===== src/hw/rtl/gpps_pkg.sv =====
package gpps_pkg;

    typedef enum logic [1:0] {
        MODE_TAG  = 2'd0,
        MODE_DATA = 2'd1,
        MODE_SKIP = 2'd2
    } t_mode;

    localparam logic [3:0] DESC_PRIM  = 4'h0;
    localparam logic [3:0] DESC_RGBAQ = 4'h1;
    localparam logic [3:0] DESC_XYZ2  = 4'h5;
    localparam logic [3:0] DESC_AD    = 4'hE;

    localparam logic [7:0] ADDR_PRIM   = 8'h00;
    localparam logic [7:0] ADDR_RGBAQ  = 8'h01;
    localparam logic [7:0] ADDR_XYZ2   = 8'h05;
    localparam logic [7:0] ADDR_FRAME  = 8'h4C;
    localparam logic [7:0] ADDR_OFFSET = 8'h18;

    localparam logic [2:0]  SPRITE_TYPE   = 3'd6;
    localparam logic [11:0] DEFAULT_WIDTH = 12'd640;
    localparam int          QUEUE_DEPTH   = 2;

    typedef enum logic [2:0] {
        OP_NONE   = 3'd0,
        OP_PRIM   = 3'd1,
        OP_COLOR  = 3'd2,
        OP_VERTEX = 3'd3,
        OP_FRAME  = 3'd4,
        OP_OFFSET = 3'd5
    } t_op;

    // classified command from the front end
    typedef struct packed {
        t_op         op;
        logic        count_data;
        logic [31:0] lo;
        logic [31:0] hi;
    } t_cmd;

    typedef struct packed {
        logic        fill_valid;
        logic [11:0] rect_x_start;
        logic [11:0] rect_y_start;
        logic [12:0] rect_x_end;
        logic [12:0] rect_y_end;
        logic [31:0] fill_color;
        logic [8:0]  frame_base;
        logic [11:0] frame_width;
        logic [31:0] sprite_count;
        logic [31:0] unsupported_count;
        logic [31:0] data_qword_count;
    } t_result;

endpackage


===== src/hw/rtl/gpps_if.sv =====
interface gpps_in_if;
    logic        valid;
    logic        ready;
    logic [31:0] word0;
    logic [31:0] word1;
    logic [31:0] word2;
    logic [31:0] word3;
    logic [15:0] qwords_after;
    modport source (output valid, word0, word1, word2, word3, qwords_after, input ready);
    modport sink (input valid, word0, word1, word2, word3, qwords_after, output ready);
endinterface

interface gpps_out_if;
    logic              valid;
    logic              ready;
    gpps_pkg::t_result result;
    modport source (output valid, result, input ready);
    modport sink (input valid, result, output ready);
endinterface


===== src/hw/rtl/gpps_front.sv =====
module gpps_front (
    input  logic                i_clk,
    input  logic                i_rst_n,
    gpps_in_if.sink             i_in,
    output logic                o_cmd_valid,
    output gpps_pkg::t_cmd      o_cmd,
    input  logic                i_cmd_ready
);
    gpps_pkg::t_mode r_mode, n_mode;
    logic [14:0] r_loops, n_loops;
    logic [3:0]  r_idx, n_idx;
    logic [3:0]  r_nreg, n_nreg;
    logic [63:0] r_desc, n_desc;
    logic [14:0] r_skip, n_skip;

    logic        w_acc;
    logic [14:0] w_nloop;
    logic [1:0]  w_flg;
    logic [3:0]  w_nreg;
    logic [3:0]  w_dsc;
    logic [3:0]  w_idx_inc;

    assign i_in.ready  = i_cmd_ready;
    assign o_cmd_valid = i_in.valid;
    assign w_acc       = i_in.valid && i_in.ready;
    assign w_nloop     = i_in.word0[14:0];
    assign w_flg       = i_in.word1[27:26];
    assign w_nreg      = i_in.word1[31:28];
    assign w_dsc       = r_desc[{r_idx, 2'b00} +: 4];
    assign w_idx_inc   = r_idx + 4'd1;

    always_comb begin
        n_mode  = r_mode;
        n_loops = r_loops;
        n_idx   = r_idx;
        n_nreg  = r_nreg;
        n_desc  = r_desc;
        n_skip  = r_skip;
        case (r_mode)
            gpps_pkg::MODE_DATA: begin
                if (w_idx_inc >= r_nreg) begin
                    n_idx   = 4'd0;
                    n_loops = r_loops - 15'd1;
                    if (n_loops == 15'd0) n_mode = gpps_pkg::MODE_TAG;
                end else begin
                    n_idx = w_idx_inc;
                end
            end
            gpps_pkg::MODE_SKIP: begin
                n_skip = r_skip - 15'd1;
                if (n_skip == 15'd0) n_mode = gpps_pkg::MODE_TAG;
            end
            default: begin
                if (w_flg != 2'd0 || w_nreg == 4'd0) begin
                    if (w_nloop != 15'd0 && {1'b0, w_nloop} <= i_in.qwords_after) begin
                        n_skip = w_nloop;
                        n_mode = gpps_pkg::MODE_SKIP;
                    end
                end else if (w_nloop != 15'd0) begin
                    n_loops = w_nloop;
                    n_nreg  = w_nreg;
                    n_idx   = 4'd0;
                    n_desc  = {i_in.word3, i_in.word2};
                    n_mode  = gpps_pkg::MODE_DATA;
                end
            end
        endcase
        if (i_in.qwords_after == 16'd0) n_mode = gpps_pkg::MODE_TAG;
    end

    always_comb begin
        o_cmd.op         = gpps_pkg::OP_NONE;
        o_cmd.count_data = 1'b0;
        o_cmd.lo         = i_in.word0;
        o_cmd.hi         = i_in.word1;
        case (r_mode)
            gpps_pkg::MODE_DATA: begin
                o_cmd.count_data = 1'b1;
                case (w_dsc)
                    gpps_pkg::DESC_PRIM:  o_cmd.op = gpps_pkg::OP_PRIM;
                    gpps_pkg::DESC_RGBAQ: begin
                        o_cmd.op = gpps_pkg::OP_COLOR;
                        o_cmd.lo = {8'hFF, i_in.word2[7:0], i_in.word1[7:0], i_in.word0[7:0]};
                    end
                    gpps_pkg::DESC_XYZ2:  o_cmd.op = gpps_pkg::OP_VERTEX;
                    gpps_pkg::DESC_AD: begin
                        case (i_in.word2[7:0])
                            gpps_pkg::ADDR_PRIM:   o_cmd.op = gpps_pkg::OP_PRIM;
                            gpps_pkg::ADDR_RGBAQ:  o_cmd.op = gpps_pkg::OP_COLOR;
                            gpps_pkg::ADDR_XYZ2:   o_cmd.op = gpps_pkg::OP_VERTEX;
                            gpps_pkg::ADDR_FRAME:  o_cmd.op = gpps_pkg::OP_FRAME;
                            gpps_pkg::ADDR_OFFSET: o_cmd.op = gpps_pkg::OP_OFFSET;
                            default:               o_cmd.op = gpps_pkg::OP_NONE;
                        endcase
                    end
                    default: o_cmd.op = gpps_pkg::OP_NONE;
                endcase
            end
            gpps_pkg::MODE_SKIP: o_cmd.op = gpps_pkg::OP_NONE;
            default: begin
                // PRE on a tag: primitive sits in word1 bits 15-17
                if (i_in.word1[14]) begin
                    o_cmd.op = gpps_pkg::OP_PRIM;
                    o_cmd.lo = {29'd0, i_in.word1[17:15]};
                end
            end
        endcase
    end

    always_ff @(posedge i_clk) begin
        if (!i_rst_n) begin
            r_mode  <= gpps_pkg::MODE_TAG;
            r_loops <= '0;
            r_idx   <= '0;
            r_nreg  <= '0;
            r_desc  <= '0;
            r_skip  <= '0;
        end else if (w_acc) begin
            r_mode  <= n_mode;
            r_loops <= n_loops;
            r_idx   <= n_idx;
            r_nreg  <= n_nreg;
            r_desc  <= n_desc;
            r_skip  <= n_skip;
        end
    end

    assert property (@(posedge i_clk) disable iff (!i_rst_n)
        (w_acc && i_in.qwords_after == 16'd0) |=> r_mode == gpps_pkg::MODE_TAG)
        else $error("mode not back to tag at transfer end");
    assert property (@(posedge i_clk) disable iff (!i_rst_n)
        r_mode == gpps_pkg::MODE_DATA |-> r_nreg != 4'd0 && r_loops != 15'd0)
        else $error("data mode with empty loop");
    assert property (@(posedge i_clk) disable iff (!i_rst_n)
        r_mode == gpps_pkg::MODE_SKIP |-> r_skip != 15'd0)
        else $error("skip mode with zero count");
endmodule


===== src/hw/rtl/gpps_queue.sv =====
module gpps_queue #(
    parameter int DEPTH = gpps_pkg::QUEUE_DEPTH
) (
    input  logic           i_clk,
    input  logic           i_rst_n,
    input  logic           i_valid,
    output logic           o_ready,
    input  gpps_pkg::t_cmd i_data,
    output logic           o_valid,
    input  logic           i_ready,
    output gpps_pkg::t_cmd o_data
);
    localparam int AW = (DEPTH > 1) ? $clog2(DEPTH) : 1;
    gpps_pkg::t_cmd r_mem [DEPTH];
    logic [AW-1:0] r_wp, r_rp;
    logic [AW:0]   r_cnt;
    logic w_push, w_pop;

    assign o_ready = r_cnt != (AW+1)'(DEPTH);
    assign o_valid = r_cnt != '0;
    assign o_data  = r_mem[r_rp];
    assign w_push  = i_valid && o_ready;
    assign w_pop   = o_valid && i_ready;

    always_ff @(posedge i_clk) begin
        if (w_push) r_mem[r_wp] <= i_data;
    end

    always_ff @(posedge i_clk) begin
        if (!i_rst_n) begin
            r_wp  <= '0;
            r_rp  <= '0;
            r_cnt <= '0;
        end else begin
            if (w_push) r_wp <= (r_wp == AW'(DEPTH-1)) ? '0 : r_wp + AW'(1);
            if (w_pop)  r_rp <= (r_rp == AW'(DEPTH-1)) ? '0 : r_rp + AW'(1);
            r_cnt <= r_cnt + (AW+1)'(w_push) - (AW+1)'(w_pop);
        end
    end

    assert property (@(posedge i_clk) disable iff (!i_rst_n)
        r_cnt <= (AW+1)'(DEPTH))
        else $error("queue overflow");
endmodule


===== src/hw/rtl/gpps_back.sv =====
module gpps_back (
    input  logic           i_clk,
    input  logic           i_rst_n,
    input  logic           i_cmd_valid,
    output logic           o_cmd_ready,
    input  gpps_pkg::t_cmd i_cmd,
    gpps_out_if.source     o_out
);
    logic [2:0]  r_prim;
    logic [31:0] r_color;
    logic [12:0] r_fx, r_fy;
    logic        r_have;
    logic [15:0] r_offx, r_offy;
    logic [8:0]  r_fbase;
    logic [11:0] r_fwidth;
    logic [31:0] r_spr, r_uns, r_dq;
    logic        r_ovalid;
    gpps_pkg::t_result r_res, n_res;

    logic        w_go;
    logic [16:0] w_bx, w_by;
    logic [12:0] w_vx, w_vy;
    logic signed [12:0] w_x0, w_x1, w_y0, w_y1;
    logic [11:0] w_width;
    logic        w_sprite;

    assign o_cmd_ready = !r_ovalid || o_out.ready;
    assign w_go        = i_cmd_valid && o_cmd_ready;
    assign o_out.valid = r_ovalid;
    assign o_out.result = r_res;

    // floor((raw - off) / 16) via biased subtraction
    assign w_bx = {1'b1, i_cmd.lo[15:0]} - {1'b0, r_offx};
    assign w_by = {1'b1, i_cmd.hi[15:0]} - {1'b0, r_offy};
    assign w_vx = w_bx[16:4] - 13'd4096;
    assign w_vy = w_by[16:4] - 13'd4096;

    always_comb begin
        if ($signed(w_vx) < $signed(r_fx)) begin
            w_x0 = w_vx; w_x1 = r_fx;
        end else begin
            w_x0 = r_fx; w_x1 = w_vx;
        end
        if ($signed(w_vy) < $signed(r_fy)) begin
            w_y0 = w_vy; w_y1 = r_fy;
        end else begin
            w_y0 = r_fy; w_y1 = w_vy;
        end
    end

    assign w_width  = {i_cmd.lo[14:9], 6'd0};
    assign w_sprite = i_cmd.op == gpps_pkg::OP_VERTEX && r_have
                      && r_prim == gpps_pkg::SPRITE_TYPE;

    always_comb begin
        n_res = '0;
        n_res.sprite_count      = r_spr + {31'd0, w_sprite};
        n_res.unsupported_count = r_uns + {31'd0, i_cmd.op == gpps_pkg::OP_VERTEX
                                           && r_have && !w_sprite};
        n_res.data_qword_count  = r_dq + {31'd0, i_cmd.count_data};
        if (w_sprite) begin
            n_res.fill_valid   = 1'b1;
            n_res.rect_x_start = w_x0[12] ? 12'd0 : w_x0[11:0];
            n_res.rect_y_start = w_y0[12] ? 12'd0 : w_y0[11:0];
            n_res.rect_x_end   = w_x1;
            n_res.rect_y_end   = w_y1;
            n_res.fill_color   = r_color;
            n_res.frame_base   = r_fbase;
            n_res.frame_width  = r_fwidth;
        end
    end

    always_ff @(posedge i_clk) begin
        if (!i_rst_n) begin
            r_prim   <= '0;
            r_color  <= '0;
            r_fx     <= '0;
            r_fy     <= '0;
            r_have   <= 1'b0;
            r_offx   <= '0;
            r_offy   <= '0;
            r_fbase  <= '0;
            r_fwidth <= gpps_pkg::DEFAULT_WIDTH;
            r_spr    <= '0;
            r_uns    <= '0;
            r_dq     <= '0;
            r_ovalid <= 1'b0;
        end else begin
            if (w_go) r_ovalid <= 1'b1;
            else if (o_out.ready) r_ovalid <= 1'b0;
            if (w_go) begin
                if (i_cmd.count_data) r_dq <= r_dq + 32'd1;
                case (i_cmd.op)
                    gpps_pkg::OP_PRIM:  r_prim  <= i_cmd.lo[2:0];
                    gpps_pkg::OP_COLOR: r_color <= i_cmd.lo;
                    gpps_pkg::OP_VERTEX: begin
                        if (!r_have) begin
                            r_fx   <= w_vx;
                            r_fy   <= w_vy;
                            r_have <= 1'b1;
                        end else begin
                            r_have <= 1'b0;
                            if (w_sprite) r_spr <= r_spr + 32'd1;
                            else          r_uns <= r_uns + 32'd1;
                        end
                    end
                    gpps_pkg::OP_FRAME: begin
                        r_fbase  <= i_cmd.lo[8:0];
                        r_fwidth <= (w_width == 12'd0) ? gpps_pkg::DEFAULT_WIDTH : w_width;
                    end
                    gpps_pkg::OP_OFFSET: begin
                        r_offx <= i_cmd.lo[15:0];
                        r_offy <= i_cmd.hi[15:0];
                    end
                    default: ;
                endcase
            end
        end
    end

    always_ff @(posedge i_clk) begin
        if (w_go) r_res <= n_res;
    end

    assert property (@(posedge i_clk) disable iff (!i_rst_n)
        (o_out.valid && !o_out.ready) |=> o_out.valid)
        else $error("result dropped under stall");
    assert property (@(posedge i_clk) disable iff (!i_rst_n)
        (w_go && w_sprite) |=> r_spr == $past(r_spr) + 32'd1 && !r_have)
        else $error("sprite count not advanced");
    assert property (@(posedge i_clk) disable iff (!i_rst_n)
        (o_out.valid && r_res.fill_valid) |->
        ($signed(r_res.rect_x_end) >= $signed({1'b0, r_res.rect_x_start})
         || r_res.rect_x_end[12]))
        else $error("unordered rectangle");
endmodule


===== src/hw/rtl/graphics_packet_parser_sprite.sv =====
// A quadword's result appears in the cycle after its command leaves the queue;
// an accepted quadword passes the command queue, then the output register.
// Throughput: one quadword per cycle; the back end's output register and the
// two-entry command queue let either side stall on its own.
// Reset (i_rst_n low, synchronous) clears parser state, counters and the queue;
// frame width returns to 640.
module graphics_packet_parser_sprite #(
    parameter int QUEUE_DEPTH = gpps_pkg::QUEUE_DEPTH
) (
    input  logic      i_clk,
    input  logic      i_rst_n,
    gpps_in_if.sink   i_in,
    gpps_out_if.source o_out
);
    logic           w_fv, w_fr, w_qv, w_qr;
    gpps_pkg::t_cmd w_fc, w_qc;

    gpps_front u_front (
        .i_clk(i_clk), .i_rst_n(i_rst_n), .i_in(i_in),
        .o_cmd_valid(w_fv), .o_cmd(w_fc), .i_cmd_ready(w_fr)
    );

    gpps_queue #(.DEPTH(QUEUE_DEPTH)) u_queue (
        .i_clk(i_clk), .i_rst_n(i_rst_n),
        .i_valid(w_fv), .o_ready(w_fr), .i_data(w_fc),
        .o_valid(w_qv), .i_ready(w_qr), .o_data(w_qc)
    );

    gpps_back u_back (
        .i_clk(i_clk), .i_rst_n(i_rst_n),
        .i_cmd_valid(w_qv), .o_cmd_ready(w_qr), .i_cmd(w_qc), .o_out(o_out)
    );
endmodule

===== src/flat_wrapper.sv =====
// flat-port wrapper written by rule: the top's interface ports become plain ports
module graphics_packet_parser_sprite_flat 
#(
    parameter int QUEUE_DEPTH = gpps_pkg::QUEUE_DEPTH
)
  (i_clk, i_rst_n, i_in_valid, i_in_word0, i_in_word1, i_in_word2, i_in_word3, i_in_qwords_after, i_in_ready, o_out_valid, o_out_result, o_out_ready);
  gpps_in_if i_in_i ();
  gpps_out_if o_out_i ();
  input  logic i_clk;
  input  logic i_rst_n;
  input wire logic [$bits(i_in_i.valid)-1:0] i_in_valid;
  input wire logic [$bits(i_in_i.word0)-1:0] i_in_word0;
  input wire logic [$bits(i_in_i.word1)-1:0] i_in_word1;
  input wire logic [$bits(i_in_i.word2)-1:0] i_in_word2;
  input wire logic [$bits(i_in_i.word3)-1:0] i_in_word3;
  input wire logic [$bits(i_in_i.qwords_after)-1:0] i_in_qwords_after;
  output wire logic [$bits(i_in_i.ready)-1:0] i_in_ready;
  output wire logic [$bits(o_out_i.valid)-1:0] o_out_valid;
  output wire logic [$bits(o_out_i.result)-1:0] o_out_result;
  input wire logic [$bits(o_out_i.ready)-1:0] o_out_ready;
  assign i_in_i.valid = i_in_valid;
  assign i_in_i.word0 = i_in_word0;
  assign i_in_i.word1 = i_in_word1;
  assign i_in_i.word2 = i_in_word2;
  assign i_in_i.word3 = i_in_word3;
  assign i_in_i.qwords_after = i_in_qwords_after;
  assign i_in_ready = i_in_i.ready;
  assign o_out_valid = o_out_i.valid;
  assign o_out_result = o_out_i.result;
  assign o_out_i.ready = o_out_ready;
  graphics_packet_parser_sprite #(.QUEUE_DEPTH(QUEUE_DEPTH)) u_core (.i_clk(i_clk), .i_rst_n(i_rst_n), .i_in(i_in_i), .o_out(o_out_i));
endmodule

===== config.mk =====
export PLATFORM = sky130hd
export DESIGN_NAME = graphics_packet_parser_sprite_flat
export DESIGN_NICKNAME = d
export VERILOG_FILES = /design/src/hw/rtl/gpps_pkg.sv /design/src/hw/rtl/gpps_if.sv /design/src/hw/rtl/gpps_front.sv /design/src/hw/rtl/gpps_queue.sv /design/src/hw/rtl/gpps_back.sv /design/src/hw/rtl/graphics_packet_parser_sprite.sv /design/src/flat_wrapper.sv
export SDC_FILE = /design/constraint.sdc
export NUM_CORES = 1
export LEC_CHECK = 0
export BUFFER_PORTS_ARGS = -buffer_cell sky130_fd_sc_hd__buf_4
export CELL_PAD_IN_SITES_DETAIL_PLACEMENT = 1
export CELL_PAD_IN_SITES_GLOBAL_PLACEMENT = 1
export CORE_MARGIN = 2
export CORE_UTILIZATION = 49
export CTS_CLUSTER_DIAMETER = 50
export DETAILED_ROUTE_END_ITERATION = 16
export GPL_ROUTABILITY_DRIVEN = 1
export GPL_TIMING_DRIVEN = 0
export MAX_ROUTING_LAYER = met4
export PLACE_DENSITY_LB_ADDON = 0.3
export SYNTH_ARGS = -nofsm -noshare
export SYNTH_HDL_FRONTEND = slang
export SYNTH_SLANG_ARGS = --single-unit

===== constraint.sdc =====
create_clock -name i_clk -period 17.7 [get_ports i_clk]
set_clock_uncertainty 0.1 [all_clocks]
set_input_delay 0.885 -clock i_clk [delete_from_list [all_inputs] [get_ports i_clk]]
set_output_delay 0.885 -clock i_clk [all_outputs]
set_load 0.1 [all_outputs]

# ---- Word-level counts from Yosys, hierarchy flattened
# Memory sizes are Yosys's and may differ from the RTL's. A register that Yosys moved wholly into a read port is not among the register bits.
# Index checks and enable logic that the tools add are counted.
dict set report classes {
  n_addsub 17
  mul 0
  n_div 0
  magnitude_cmp 4
  eq_ne 22
  shifts 1
  muxes 44
  bitwise 6
  n_reduce_logical 42
}
# cell count
set ops {}
lappend ops {{$mux W104} 1}
lappend ops {{$add A32 B1 Y32} 3}
lappend ops {{$add A32 B1 Y32 const B} 3}
lappend ops {{$mux W15} 5}
lappend ops {{$mux W32} 2}
lappend ops {{$pmux W32 S2} 1}
lappend ops {{$shiftx A64 B7 Y4} 1}
lappend ops {{$pmux W15 S2} 2}
lappend ops {{$mux W13} 4}
lappend ops {{$mux W12} 3}
lappend ops {{$sub A17 B16 Y17} 2}
lappend ops {{$logic_not A15 Y1} 2}
lappend ops {{$sub A15 B1 Y15 const B} 2}
lappend ops {{$lt A13 B13 Y1} 2}
lappend ops {{$sub A13 B13 Y13 const B} 2}
lappend ops {{$reduce_and A4 Y1} 5}
lappend ops {{$le A15 B16 Y1} 1}
lappend ops {{$logic_not A16 Y1} 1}
lappend ops {{$pmux W3 S5} 1}
lappend ops {{$reduce_bool A15 Y1} 1}
lappend ops {{$mux W2} 7}
lappend ops {{$logic_not A12 Y1} 1}
lappend ops {{$mux W4} 3}
lappend ops {{$pmux W3 S4} 1}
lappend ops {{other kinds (38)} 80}
dict set report totals {
  register_bits 520
  latchBits 0
  mem_bits_rw 136
  rom_bits 0
  in_bits 148
  out_inout_bits 202
  mem_count 1
}
# memory words word_bits read_ports rd_clocked_by_memory_dff wr line
set memory_table {}
lappend memory_table {u_core.u_queue.r_mem 2 68 1 1 1 gpps_queue.sv:14} ;# gpps_pkg::t_cmd r_mem [DEPTH];

# ---- Depth between registers and ports, before layout
dict set report depth {
  word_depth 6
  ltp_mapped 23
  depth_no_buf 19
}

# ---- Hierarchy
# From an unflattened synthesis, not the netlist that was laid out.
dict set report unflattened {
  cells_unflattened 2961
  area_unflattened_um2 30939.7
}
# mod instances cells_each area_each_um2 seq_area_each_um2
set by_module_without_submodules {}
lappend by_module_without_submodules {gpps_back 1 1864 18995.7 9949.5}
lappend by_module_without_submodules {gpps_front 1 856 6683.9 2082.0}
lappend by_module_without_submodules {gpps_queue 1 241 5260.0 4184.0}

# ---- Least setup slack after synthesis
# OpenSTA, ideal clock, no wires.
dict set report synth_timing {
  kind {reg2reg}
  start {register u_core.u_back.r_ovalid (netlist: u_core.u_back.o_out.valid)}
  end {register u_core.u_back.r_spr[26]}
  setup_ns 0.128
  arrival_time_ns 11.928
  t_required_ns 17.472
  slack_ns 5.545
  path_stages_with_launch 10
  path_buffers 1
  period_less_slack_ns 12.155
  path_cell_list {dfxtp_1 nor2b_1 nor2_1 nand4_1 nor4_2 nand3_1 buf_2 nor4_1 xnor2_1 nor2_1}
}
dict set report synth_via {
  elab_chain_cells 4
}
# element line
set synth_lines {}
lappend synth_lines {{start: declaration} gpps_back.sv:17} ;# logic r_ovalid;
lappend synth_lines {{start signal: assignment} gpps_back.sv:87} ;# r_ovalid <= 1'b0;
lappend synth_lines {{start signal: assignment} gpps_back.sv:89} ;# if (w_go) r_ovalid <= 1'b1;
lappend synth_lines {{start signal: assignment} gpps_back.sv:90} ;# else if (o_out.ready) r_ovalid <= 1'b0;
lappend synth_lines {{$logic_not A1 Y1} gpps_back.sv:27} ;# assign o_cmd_ready = !r_ovalid || o_out.ready;
lappend synth_lines {{$logic_or A1 B1 Y1} gpps_back.sv:27}
lappend synth_lines {{$logic_and A1 B1 Y1} gpps_back.sv:28} ;# assign w_go = i_cmd_valid && o_cmd_ready;
lappend synth_lines {{net u_core.u_back.w_go} gpps_back.sv:20} ;# logic w_go;
lappend synth_lines {{$reduce_and A4 Y1 (no source line)} --}
lappend synth_lines {{end signal: assignment} gpps_back.sv:103} ;# if (w_sprite) r_spr <= r_spr + 32'd1;
lappend synth_lines {{end: declaration} gpps_back.sv:16} ;# logic [31:0] r_spr, r_uns, r_dq;
# The timed path passes the listed nets, and every way through them passes these cells.
# A chain may end at the register's enable or synchronous reset.

==> out/qor.yml <==
status: "completed"
tritoncts: "done"
die_h_um: 247
io_buffers: 334
rrSetupSlack_ns: 10.11
crit_fanout: 10
power_frac_clock_pct: 24.4
die_x_um: 247
slew_violations: 0
fin_setup_tns_ns: 0
swShare_pct: 46.3
hold_end: "u_core.u_front.r_desc[26]"
timing.final.crit_share_pct: 42.9
r2r-end: "u_core.u_back.o_out.result[192]"
antenna_found_initial: 3
synth_ff_type: "dfxtp_1"
post_cts_buffers: 0
syn-cell-area_um2: 29000
crit_path_start_kind: "flop"
wl_per_cell_um: 21.9
period_minus_slack_ns: 7.59
setup_ws_ns: 10.11
first_iter_violations: 1373
cts-root-buf: "clkbuf_16"
cts.path.max_buffers: 3
drt-total-wl_um: 91400
hold_class: "reg2reg"
worst_slew_pin_slew_ns: 1.09
grt_pass1_vias: 25543
final_cells: 4171
postCtsResizedCells: 0
peakVddDrop_mv: 0.156
place_congestion: 0.921
grt_pass1_wl_um: 141000
syn_area_per_cell_um2: 9.96
relSlewSlack_pct: 26.3
max-cap-violations: 0
yosysSeqAreaShare_pct: 52.7
core_area_um2: 58700
ant_nets: 0
synthArstFlopShare_pct: 0
pin_count: 350
p_leak_nw: 13.3
p_int_mw: 3.48
numClockSinks: 613
numCtsBuffers: 75
drtPass1Iterations: 5
p_sw_mw: 3.00
overflow: 0
hold_ws_ns: 0.353
rows: 89
synth.ff_latch_count: 613
hold_depth: 2
dp_cells: 4028
post-dp-hpwl_um: 66900
vias_per_cell: 5.78
ys_warn_count: 0
pwr-share-comb_pct: 46.0
yosysUniqueCellTypes: 88
cp-end-kind: "flop"
cp.arrival_ns: 7.92
grt_usage_pct: 30.4
synth-edff-count: 298
cts_max_level: 3
power_density_nw_per_um2: 184
drc: 0
critPathRequiredTime_ns: 18.03
initial_core_util_pct: 49.3
clkTransAtPathRegs_ns: 0.06
finalSetupViolCount: 0
clk_latency_ns: 0.62
hold_viol_final: 0
drive_gt1_share_pct: 16.7
dr_total_vias: 24122
pre_cts_slack_ns: 10.21
grt_max_degree: 39
mostFrequentLayoutCells: "buf_4, nand2_1, dfxtp_1"
syn_to_final_growth_pct: 21.6
fmax_mhz: 132
seq_power_share_pct: 29.6
rsz0062_at_grt: "false"
nets: 3571
critPathKind: "reg2reg"
synth_cells: 2908
min-delay-start: "u_core.u_front.r_desc[26]"
cts_hold_buf: 0
dieArea_um2: 61000
layout_commonest_cell: "buf_4"
ff2ff_path_depth: 21
[critical path, stage by stage (launching register included)]
cell	delay (ns)
dfxtp_1	0.35
buf_4	0.21
buf_1	0.54
buf_1	0.64
mux2i_1	0.74
inv_1	0.13
ha_1	0.41
a21oi_1	0.26
or3b_2	0.51
o211a_1	0.27
a31oi_1	0.30
o311ai_0	0.38
ha_1	0.34
a21o_1	0.15
a21o_1	0.17
a21oi_1	0.25
nand2_1	0.13
a311o_1	0.39
a21oi_1	0.41
clkbuf_1	0.39
o21ai_0	0.14
a21oi_1	0.20
[through the flow]
step / utilization [%] / total power, mW / cell area [um2]
2_1_floorplan: - / 4.19 / 29000
3_3_place_gp: 55.3 / 4.84 / 32400
3_5_place_dp: 55.6 / 4.89 / 32600
4_1_cts: 60.0 / 6.49 / 35200
5_1_grt: 60.0 / 6.76 / 35200
6_report: 60.0 / 6.48 / 35200
[power groups by stage]
stage / combinational, mW / sequential [mW] / clock (mW)
5_1_grt: 3.17 / 1.94 / 1.66
2_1_floorplan: 1.15 / 3.04 / 0
3_5_place_dp: 2.95 / 1.95 / 0
3_3_place_gp: 2.82 / 2.02 / 0
4_1_cts: 2.97 / 1.92 / 1.60
6_report: 2.98 / 1.92 / 1.58
[worst max-delay path by stage]
stage	from	to	slack, ns	cells after the start
floorplan	u_core.u_back.o_out.valid	u_core.u_back.r_spr[26]	5.54	9
global placement	o_out_ready	u_core.u_back.r_spr[26]	1.04	10
detailed placement	flop	u_core.u_back.o_out.result[192]	10.21	21
CTS	flop	u_core.u_back.o_out.result[192]	10.11	21
global route	flop	u_core.u_back.o_out.result[187]	9.71	21
finish	flop	u_core.u_back.o_out.result[192]	10.11	21
[sequential cells by signal (all words and copies together), names as in the netlist, 6 cells and up, named ones only]
register / flops
u_core.u_back.r_spr: 32
u_core.u_back.o_out.result: 194
u_core.u_back.r_uns: 32
u_core.u_back.r_fx: 13
u_core.u_queue.r_mem: 104
u_core.u_back.r_offy: 16
u_core.u_back.r_color: 32
u_core.u_back.r_fwidth: 6
u_core.u_front.r_desc: 64
u_core.u_back.r_offx: 16
u_core.u_back.r_dq: 32
u_core.u_front.r_skip: 15
u_core.u_back.r_fbase: 9
u_core.u_front.r_loops: 15
u_core.u_back.r_fy: 13
[cell usage after synthesis, types with 9 or more instances]
| master | n | area (um2) |
|---|---|---|
| nor3_1 | 63 | 315 |
| clkbuf_1 | 131 | 492 |
| inv_1 | 121 | 454 |
| and2_1 | 24 | 150 |
| nor4_1 | 15 | 93.8 |
| mux4_2 | 18 | 405 |
| xor2_1 | 94 | 823 |
| a21o_1 | 26 | 195 |
| a22o_1 | 19 | 166 |
| or3_1 | 36 | 225 |
| nor2b_1 | 11 | 68.8 |
| a21oi_1 | 230 | 1150 |
| dfxtp_1 | 315 | 6310 |
| mux2i_1 | 57 | 571 |
| o21ai_0 | 102 | 510 |
| nand2_1 | 323 | 1210 |
| xnor2_1 | 96 | 841 |
| buf_1 | 9 | 33.8 |
| ha_1 | 91 | 1140 |
| a211oi_1 | 77 | 578 |
| mux2_2 | 20 | 225 |
| nand3_1 | 124 | 621 |
| nand2b_1 | 12 | 75.1 |
| o21a_1 | 9 | 67.6 |
| nand4_1 | 45 | 282 |
| nor2_1 | 295 | 1110 |
| edfxtp_1 | 298 | 8950 |
| buf_2 | 15 | 75.1 |
| and3_1 | 69 | 432 |
| o22ai_1 | 17 | 106 |
[kinds of logic after synthesis]
family / count (synthesis) / synth area share [%]
AND/OR/NAND/NOR: 1071 / 17.5
flip-flops: 613 / 52.7
AO/OA/AOI/OAI: 557 / 11.9
buffers and inverters: 289 / 4.00
XOR/XNOR: 190 / 5.75
multiplexers: 96 / 4.20
adder cells (fa/ha/maj): 91 / 3.93
other: 1 / 0.0130
[per-layer routing]
| layer | vias up | track usage, % | part of all wire [%] |
|---|---|---|---|
| li1 | 11188 | - | - |
| met1 | 12035 | 35.8 | 41 |
| met2 | 683 | 52.9 | 51 |
| met3 | 216 | 3.48 | 4.4 |
| met4 | 0 | 12.4 | 3.5 |
| met5 | - | - | 0 |
[layout make-up]
type / instances / area, um2
Clock buffer: 96 / 2090
Timing Repair Buffer: 342 / 2670
Tap cell: 773 / 967
Multi-Input combinational cell: 2011 / 12600
Antenna cell: 3 / 7.51
Clock inverter: 44 / 490
Inverter: 121 / 454
Buffer: 168 / 704
Sequential cell: 613 / 15300
Fill cell: 6442 / 23500
No activity file was read; power rests on OpenSTA's default activity.
